<file path="src/rtl/rs15_pkg.sv">
// shared types, constants and GF(16) helpers for the rs15 syndrome decoder
// no dependencies
`timescale 1ns / 1ps
package rs15_pkg;
  localparam int CORRECTABLE = 2;
  localparam int CODE_LENGTH = 15;
  localparam int SYN_DEPTH = 5;
  localparam logic [3:0] NIBBLE_MASK = 4'hf;

  typedef enum logic [1:0] {
    OP_LOAD_SYN = 2'd0,
    OP_LOAD_RCV = 2'd1,
    OP_DECODE = 2'd2,
    OP_NONE = 2'd3
  } op_t;

  typedef enum logic [1:0] {
    ST_CLEAN = 2'd0,
    ST_FIXED = 2'd1,
    ST_FAIL = 2'd2
  } lane_status_t;

  typedef enum logic [2:0] {
    S_IDLE,
    S_BM,
    S_CHIEN,
    S_FORNEY,
    S_EMIT
  } state_t;

  typedef struct packed {
    logic bm_init;
    logic bm_step;
    logic chien_step;
    logic forney;
    logic emit;
    logic [3:0] cnt;
  } cmd_t;

  function automatic logic [3:0] gf_exp(input logic [3:0] e);
    logic [3:0] t [0:15];
    t = '{4'd1, 4'd2, 4'd4, 4'd8, 4'd3, 4'd6, 4'd12, 4'd11,
          4'd5, 4'd10, 4'd7, 4'd14, 4'd15, 4'd13, 4'd9, 4'd0};
    return t[e];
  endfunction

  function automatic logic [3:0] gf_log(input logic [3:0] a);
    logic [3:0] t [0:15];
    t = '{4'd0, 4'd0, 4'd1, 4'd4, 4'd2, 4'd8, 4'd5, 4'd10,
          4'd3, 4'd14, 4'd9, 4'd7, 4'd6, 4'd13, 4'd11, 4'd12};
    return t[a];
  endfunction

  // sum of two exponents reduced fully into 0..14
  function automatic logic [3:0] mod15_add(input logic [3:0] a, input logic [3:0] b);
    logic [4:0] s;
    s = {1'b0, a} + {1'b0, b};
    if (s >= 5'd15) s = s - 5'd15;
    if (s >= 5'd15) s = s - 5'd15;
    return s[3:0];
  endfunction

  function automatic logic [3:0] gf_mul(input logic [3:0] a, input logic [3:0] b);
    if (a == 4'd0 || b == 4'd0) return 4'd0;
    return gf_exp(mod15_add(gf_log(a), gf_log(b)));
  endfunction

  function automatic logic [3:0] gf_inv(input logic [3:0] a);
    if (a == 4'd0) return 4'd0;
    return gf_exp(mod15_add(4'd15 - gf_log(a), 4'd0));
  endfunction

  function automatic logic [3:0] gf_pow(input logic [3:0] a);
    return gf_exp(mod15_add(a, 4'd0));
  endfunction
endpackage

</file>
<file path="src/rtl/rs15_ctrl.sv">
// controller for the rs15 decoder: sequences bm, chien, forney and emit
// depends on rs15_pkg
`timescale 1ns / 1ps
module rs15_ctrl (
  input  logic clk,
  input  logic rst,
  input  logic start,
  input  logic [1:0] op,
  output logic busy,
  output rs15_pkg::cmd_t cmd
);
  rs15_pkg::state_t state, state_next;
  logic [3:0] cnt, cnt_next;

  always_ff @(posedge clk) begin
    if (rst) begin
      state <= rs15_pkg::S_IDLE;
      cnt <= 4'd0;
    end else begin
      state <= state_next;
      cnt <= cnt_next;
    end
  end

  always_comb begin
    state_next = state;
    cnt_next = cnt;
    case (state)
      rs15_pkg::S_IDLE: begin
        if (start && op == rs15_pkg::OP_DECODE) begin
          state_next = rs15_pkg::S_BM;
          cnt_next = 4'd1;
        end
      end
      rs15_pkg::S_BM: begin
        if (cnt == 4'd4) begin
          state_next = rs15_pkg::S_CHIEN;
          cnt_next = 4'd1;
        end else cnt_next = cnt + 4'd1;
      end
      rs15_pkg::S_CHIEN: begin
        if (cnt == 4'd15) begin
          state_next = rs15_pkg::S_FORNEY;
          cnt_next = 4'd0;
        end else cnt_next = cnt + 4'd1;
      end
      rs15_pkg::S_FORNEY: begin
        state_next = rs15_pkg::S_EMIT;
        cnt_next = 4'd0;
      end
      rs15_pkg::S_EMIT: begin
        if (cnt == 4'(rs15_pkg::CODE_LENGTH - 1)) begin
          state_next = rs15_pkg::S_IDLE;
          cnt_next = 4'd0;
        end else cnt_next = cnt + 4'd1;
      end
      default: state_next = rs15_pkg::S_IDLE;
    endcase
  end

  always_comb begin
    busy = (state != rs15_pkg::S_IDLE);
    cmd = '0;
    cmd.cnt = cnt;
    cmd.bm_init = (state == rs15_pkg::S_IDLE) && start && op == rs15_pkg::OP_DECODE;
    cmd.bm_step = (state == rs15_pkg::S_BM);
    cmd.chien_step = (state == rs15_pkg::S_CHIEN);
    cmd.forney = (state == rs15_pkg::S_FORNEY);
    cmd.emit = (state == rs15_pkg::S_EMIT);
  end
endmodule

</file>
<file path="src/rtl/rs15_lane.sv">
// one GF(16) nibble lane: berlekamp-massey, chien search and forney correction
// depends on rs15_pkg
`timescale 1ns / 1ps
module rs15_lane (
  input  logic clk,
  input  rs15_pkg::cmd_t cmd,
  input  logic [3:0] syn [0:4],
  input  logic [3:0] rcv_nib,
  output logic [3:0] out_nib,
  output logic [1:0] status
);
  // locator kept at 8 coefficients past the constant, as the bm updates allow
  localparam int PL = 9;
  logic [3:0] lam [0:PL-1];
  logic [3:0] bpol [0:PL-1];
  logic [3:0] bdisc;
  logic [3:0] deg;
  logic [3:0] shift;
  logic any_syn;
  // chien results: up to two roots recorded
  logic [3:0] root0, root1;
  logic [3:0] cnt_roots;
  logic [3:0] evals0, evals1;
  logic [3:0] mag0, mag1;
  logic ok;

  logic [3:0] d;
  logic [3:0] coef;
  logic [3:0] r;
  always_comb begin
    r = cmd.cnt;
    d = syn[r[2:0]];
    for (int i = 1; i < 4; i++)
      if (4'(i) <= deg && 4'(i) < r)
        d = d ^ rs15_pkg::gf_mul(lam[i], syn[3'(r - 4'(i))]);
    coef = rs15_pkg::gf_mul(d, rs15_pkg::gf_inv(bdisc));
  end

  // chien evaluation of lambda at alpha^cnt for degree <= 2 (others fail anyway)
  logic [3:0] cv;
  logic [3:0] e2;
  always_comb begin
    e2 = rs15_pkg::mod15_add(rs15_pkg::mod15_add(cmd.cnt, 4'd0), rs15_pkg::mod15_add(cmd.cnt, 4'd0));
    cv = lam[0] ^ rs15_pkg::gf_mul(lam[1], rs15_pkg::gf_pow(cmd.cnt));
    if (rs15_pkg::CORRECTABLE >= 2)
      cv = cv ^ rs15_pkg::gf_mul(lam[2], rs15_pkg::gf_exp(e2));
  end

  always_ff @(posedge clk) begin
    if (cmd.bm_init) begin
      for (int i = 0; i < PL; i++) begin
        lam[i] <= (i == 0) ? 4'd1 : 4'd0;
        bpol[i] <= (i == 0) ? 4'd1 : 4'd0;
      end
      bdisc <= 4'd1;
      deg <= 4'd0;
      shift <= 4'd1;
      cnt_roots <= 4'd0;
      any_syn <= (syn[0] | syn[1] | syn[2] | syn[3] | syn[4]) != 4'd0;
    end else if (cmd.bm_step) begin
      if (d == 4'd0) shift <= shift + 4'd1;
      else begin
        for (int i = 0; i < PL; i++)
          if (4'(i) >= shift)
            lam[i] <= lam[i] ^ rs15_pkg::gf_mul(coef, bpol[i - int'(shift)]);
        if ({deg, 1'b0} <= {1'b0, r - 4'd1}) begin
          deg <= r - deg;
          for (int i = 0; i < PL; i++) bpol[i] <= lam[i];
          bdisc <= d;
          shift <= 4'd1;
        end else shift <= shift + 4'd1;
      end
    end else if (cmd.chien_step) begin
      if (cv == 4'd0) begin
        if (cnt_roots == 4'd0) root0 <= cmd.cnt;
        if (cnt_roots == 4'd1) root1 <= cmd.cnt;
        cnt_roots <= cnt_roots + 4'd1;
      end
    end else if (cmd.forney) begin
      mag0 <= evals0;
      mag1 <= evals1;
      ok <= any_syn && deg <= 4'(rs15_pkg::CORRECTABLE) && deg <= 4'd2 && cnt_roots == deg;
    end
  end

  // forney for degree <= 2; z1 = s1^l1, z2 = s2^l2^l1*s1
  logic [3:0] z1, z2;
  logic [3:0] loc0, loc1;
  always_comb begin
    z1 = syn[1] ^ lam[1];
    z2 = syn[2] ^ lam[2] ^ rs15_pkg::gf_mul(lam[1], syn[1]);
    loc0 = rs15_pkg::mod15_add(4'd15 - root0, 4'd0);
    loc1 = rs15_pkg::mod15_add(4'd15 - root1, 4'd0);
  end

  function automatic logic [3:0] mag(input logic [3:0] z1v, input logic [3:0] z2v,
                                     input logic [3:0] ri, input logic [3:0] lo,
                                     input logic two);
    logic [3:0] num, den, e;
    e = rs15_pkg::mod15_add(ri, ri);
    num = 4'd1 ^ rs15_pkg::gf_mul(z1v, rs15_pkg::gf_pow(ri));
    if (two) num = num ^ rs15_pkg::gf_mul(z2v, rs15_pkg::gf_exp(e));
    den = two ? (4'd1 ^ rs15_pkg::gf_exp(rs15_pkg::mod15_add(lo, ri))) : 4'd1;
    if (num == 4'd0) return 4'd0;
    return rs15_pkg::gf_mul(num, rs15_pkg::gf_inv(den));
  endfunction

  always_comb begin
    evals0 = (deg >= 4'd1) ? mag(z1, z2, root0, loc1, deg == 4'd2) : 4'd0;
    evals1 = (deg == 4'd2) ? mag(z1, z2, root1, loc0, 1'b1) : 4'd0;
  end

  always_comb begin
    out_nib = rcv_nib;
    if (ok) begin
      if (deg >= 4'd1 && cmd.cnt == loc0) out_nib = out_nib ^ mag0;
      if (deg == 4'd2 && cmd.cnt == loc1) out_nib = out_nib ^ mag1;
    end
    if (!any_syn) status = rs15_pkg::ST_CLEAN;
    else if (ok) status = rs15_pkg::ST_FIXED;
    else status = rs15_pkg::ST_FAIL;
  end
endmodule

</file>
<file path="src/rtl/rs15_datapath.sv">
// datapath: syndrome and received stores, two nibble lanes, output register
// depends on rs15_pkg, rs15_lane
`timescale 1ns / 1ps
module rs15_datapath (
  input  logic clk,
  input  logic rst,
  input  logic load_en,
  input  logic [1:0] op,
  input  logic [3:0] position,
  input  logic [7:0] value,
  input  rs15_pkg::cmd_t cmd,
  output logic strobe,
  output logic [3:0] symbol_index,
  output logic [7:0] corrected_byte,
  output logic [1:0] low_status,
  output logic [1:0] high_status,
  output logic last
);
  logic [7:0] syn_store [0:rs15_pkg::SYN_DEPTH-1];
  logic [7:0] rcv_store [0:rs15_pkg::CODE_LENGTH-1];
  logic [3:0] syn_lo [0:4];
  logic [3:0] syn_hi [0:4];
  logic [3:0] lo_nib, hi_nib;
  logic [1:0] lo_st, hi_st;
  logic [7:0] cur;

  always_ff @(posedge clk) begin
    if (load_en && op == rs15_pkg::OP_LOAD_SYN && position < 4'(rs15_pkg::SYN_DEPTH))
      syn_store[position[2:0]] <= value;
    if (load_en && op == rs15_pkg::OP_LOAD_RCV && position < 4'(rs15_pkg::CODE_LENGTH))
      rcv_store[position] <= value;
  end

  always_comb begin
    for (int i = 0; i < 5; i++) begin
      syn_lo[i] = syn_store[i][3:0] & rs15_pkg::NIBBLE_MASK;
      syn_hi[i] = syn_store[i][7:4];
    end
    cur = rcv_store[cmd.cnt];
  end

  rs15_lane u_lo (
    .clk(clk), .cmd(cmd), .syn(syn_lo), .rcv_nib(cur[3:0]),
    .out_nib(lo_nib), .status(lo_st));
  rs15_lane u_hi (
    .clk(clk), .cmd(cmd), .syn(syn_hi), .rcv_nib(cur[7:4]),
    .out_nib(hi_nib), .status(hi_st));

  always_ff @(posedge clk) begin
    if (rst) strobe <= 1'b0;
    else strobe <= cmd.emit;
    symbol_index <= cmd.cnt;
    corrected_byte <= {hi_nib, lo_nib};
    low_status <= lo_st;
    high_status <= hi_st;
    last <= cmd.emit && cmd.cnt == 4'(rs15_pkg::CODE_LENGTH - 1);
  end
endmodule

</file>
<file path="src/rtl/rs15_11_syndrome_difference_decoder.sv">
// top level of the rs15 syndrome-difference decoder
// depends on rs15_pkg, rs15_ctrl, rs15_datapath
`timescale 1ns / 1ps
// Loads (op 0, op 1) and op 3 produce nothing. A decode (op 2) keeps busy high
// through the berlekamp-massey, chien (one position per cycle), forney and emit
// states; results appear one per cycle with strobe high, registered in the cycle
// after each emit step, with last on the fifteenth. The receiver cannot stall:
// every strobe cycle is a transfer, so it must take one result per cycle.
module rs15_11_syndrome_difference_decoder (
  input  logic clk,
  input  logic rst,
  input  logic start,
  output logic busy,
  input  logic [1:0] op,
  input  logic [3:0] position,
  input  logic [7:0] value,
  output logic strobe,
  output logic [3:0] symbol_index,
  output logic [7:0] corrected_byte,
  output logic [1:0] low_status,
  output logic [1:0] high_status,
  output logic last
);
  rs15_pkg::cmd_t cmd;

  // sequencer
  rs15_ctrl u_ctrl (
    .clk(clk), .rst(rst), .start(start), .op(op), .busy(busy), .cmd(cmd));

  // stores, lanes and result register
  rs15_datapath u_dp (
    .clk(clk), .rst(rst), .load_en(start && !busy), .op(op),
    .position(position), .value(value), .cmd(cmd), .strobe(strobe),
    .symbol_index(symbol_index), .corrected_byte(corrected_byte),
    .low_status(low_status), .high_status(high_status), .last(last));
endmodule
</file>
<file path="config.mk">
export PLATFORM = sky130hd
export DESIGN_NAME = rs15_11_syndrome_difference_decoder
export DESIGN_NICKNAME = d
export VERILOG_FILES = /design/src/rtl/rs15_pkg.sv /design/src/rtl/rs15_ctrl.sv /design/src/rtl/rs15_lane.sv /design/src/rtl/rs15_datapath.sv /design/src/rtl/rs15_11_syndrome_difference_decoder.sv
export SDC_FILE = /design/constraint.sdc
export NUM_CORES = 2
export LEC_CHECK = 0
export BUFFER_PORTS_ARGS = -buffer_cell sky130_fd_sc_hd__buf_2
export CORE_ASPECT_RATIO = 1.25
export CORE_MARGIN = 2
export CORE_UTILIZATION = 60
export CTS_CLUSTER_SIZE = 24
export DETAILED_ROUTE_END_ITERATION = 7
export PLACE_DENSITY = 0.76
export REMOVE_ABC_BUFFERS = 1
export SYNTH_ARGS = -nofsm -noshare
export SYNTH_HDL_FRONTEND = slang
export SYNTH_SLANG_ARGS = --single-unit
</file>
<file path="constraint.sdc">
create_clock -name clk -period 57.4 [get_ports clk]
set_input_delay 8.61 -clock clk [delete_from_list [all_inputs] [get_ports clk]]
set_output_delay 8.61 -clock clk [all_outputs]
set_load 0.01 [all_outputs]
</file>
==> out/results.txt <==
Finished Layout Cells: 9335
Critical path required time: 57.79 ns
Post-CTS Setup Bufs: 0
CP arrival: 20.47 ns
Initial drt markers: 4090
Status: complete, but fails checks
Top cell type's share of synthesized area: 0.2116
Asr flop ratio synth: 0
Initial Utilization: 0.6041
Leading area contributor after synthesis: ha_1
Setup TNS: 0 ns
Critical Path Fanout Max: 22
Worst-Margin Slew: 1.225 ns
Netlist cell types: 131
First-pass GRT wire length: 270400 um
Die X: 306.1 um
Die height: 381.6 um
Post-CTS sizing: 0
Final instance area: 71490 um2
CP startpoint kind: register
Post-synth EDFFs: 340
Final Hold Fails: 0
Layout area overhead: 4.478%
Top_reg_cell synth: edfxtp_1
Largest cells by area after synthesis: ha_1, edfxtp_1, mux4_2
CP Buf/Inv Count: 10
Max Freq: 0.04980 GHz
Row count: 138
Max-Cap Viols: 0
Nets@finish: 9051
Family with the most delay on the worst path: compound AO/OA/AOI/OAI gates
RSZ-0062 raised after global routing: no
Initial antenna violation count: 1
Vias in the first global route: 56309
Fraction of layout cells with a size suffix above 1: 0.08825
Post-synth design cell area: 68430 um2
Violated checks: design-rule violations
CP max stage cell: xor2_1
DP HPWL: 128900 um
Area post-placement: 69980 um2
GRT overflow: 0
Max Slew Vio Count: 0
Initial DRT Pass Iterations: 8
Slew HR: 0.1749
I/O Buffers: 35
Post-route minimum period: 20.08 ns
I/O pins: 36
Synth Register Bits: 401
Setup CP Type: register to register
Clock sinks: 401
Clk root buf: clkbuf_16
ANT nets after route: 0
Dpl cells: 9249
Largest net degree at the start of global routing: 58
Die area: 116800 um2
Number of remaining DRC errors: 6
Post-Syn Instances: 7910
Routability cong.: 0.9651
Via/cell ratio: 6.270
HP Class: register to register
Reg clk slew, reported paths: 0.07 ns
Max incr delay on CP: 0.74 ns
Total CTS buffers: 46
Final setup viols: 0
CTS tree: built
Warnings from Yosys: 0
H-tree level count: 2
Sequential share of the synthesized area: 0.1670
Final WL: 165000 um
Critical Path End Type: register
Mapped Avg Cell Area: 8.651 um2
Core area: 113300 um2
Hold Buf Count CTS: 0
Clk_lat worst skew: 0.65 ns
Vias after detailed routing: 58527
Drt wl/cell: 17.68 um
Longest Clk Path Bufs: 3
Layout Skew: 0.06014 ns
CP most frequent cell: ha_1
GRT Total Usage: 0.2737
Final period utilization: 0.3498
## worst register-to-register path: cells and delay by family (launching register included)
family,cells,cell delay [ns]
AOI/OAI and AO/OA,21,5.33
xor gates and xnor gates,7,2.69
adders and majority gates,16,4.18
buffers and inverters,10,1.66
DFF,1,0.52
muxes,8,3.37
and+or+nand+nor,14,2.14
## per-layer routing
| metal | GRT usage | wire length [um] |
|---|---|---|
| met1 | 0.3119 | 66130 |
| met2 | 0.5145 | 84340 |
| met3 | 0.02592 | 7064 |
| met4 | 0.1213 | 7502 |
| met5 | 0 | 0 |
## logic make-up after synthesis
family          after synthesis  synth area share
compound gates             1985            0.1895
xor+xnor                    471           0.06213
fa+ha+maj                  1207            0.2262
buf+inv                     874           0.04889
flops                       401            0.1670
mux                         682            0.1482
simple gates               2290            0.1581
## state kept, by name, indices dropped and copies added (netlist names), 8 cells and up, named ones only
name,flops
u_dp.corrected_byte,8
u_dp.rcv_store,120
u_dp.u_hi.lam,36
u_dp.u_lo.lam,36
u_dp.u_hi.bpol,36
u_dp.u_lo.bpol,36
u_dp.syn_store,40
## path summary, 6_finish.rpt
check,startpoint,endpoint,slack (ns),cells past startpoint
worst min-delay path,u_dp.u_hi.cnt_roots[3],u_dp.u_hi.cnt_roots[3],0.49,2
worst min register to register,u_dp.u_hi.cnt_roots[3],u_dp.u_hi.cnt_roots[3],0.49,2
worst max-delay path,u_ctrl.cnt[1],u_dp.u_hi.lam[0][15],37.32,76
worst max register to register,u_ctrl.cnt[1],u_dp.u_hi.lam[0][15],37.32,76
## synth_stat cells, types with 18 or more instances
cell type	count
fa_1	50
nand2b_1	79
a22oi_1	24
a31o_2	20
ha_1	1157
a21o_1	158
nor3b_1	27
a31oi_1	61
nor3_1	142
buf_2	27
or2_2	33
and3_1	94
and2_1	135
a21oi_1	515
edfxtp_1	340
o31a_1	18
nand3_1	186
a211o_1	31
o31ai_1	58
xnor2_1	277
mux4_2	248
nand2_1	723
o21ai_0	436
nor2b_1	87
nor2_1	601
nor4_1	35
nand4_1	34
buf_1	26
o21a_1	54
dfxtp_1	61
a211oi_1	114
xor2_1	183
clkbuf_1	153
a311oi_1	21
or3_1	35
o21ai_1	57
mux2i_1	292
mux2_2	132
o211ai_1	86
inv_1	647
o22ai_1	51
## final cells by class
class | count | area (um2)
clock inverter | 32 | 304.0
tap | 1470 | 1839
timing repair buffer | 82 | 528.0
multi-input combinational | 6635 | 53690
clock buffer | 53 | 1207
sequential | 401 | 11440
inverter | 661 | 2482
antenna | 1 | 2.502
fill | 9436 | 41780
## per-stage QoR
stage | hold WS, ns | utilization | worst slack [ns]
floorplan | 0.4523 | - | 37.34
global placement | 0.4657 | 0.6178 | 38.20
detailed placement | 0.4790 | 0.6178 | 37.53
CTS | 0.4869 | 0.6312 | 37.52
global route | 0.5201 | 0.6312 | 35.44
finish | 0.4892 | 0.6312 | 37.32
## placed cells by master, fill, tap and decap left out, drive strengths merged, types with 35 or more instances in the layout
master,n
ha,1157
nand2,724
inv,668
nor2,603
a21oi,521
o21ai,495
edfxtp,340
mux2i,297
xnor2,278
mux4,248
nand3,187
xor2,186
a21o,158
nor3,147
and2,137
mux2,137
a211oi,122
and3,95
o211ai,89
nor2b,87
buf,82
nand2b,79
a31oi,62
dfxtp,61
o31ai,60
o21a,55
clkbuf,53
o22ai,51
fa,50
or2,42
nor4,37
or3,35
Power is left out: the tool's default activity adds up to more than one toggle a clock period on the data nets, which glitch-free logic cannot reach.
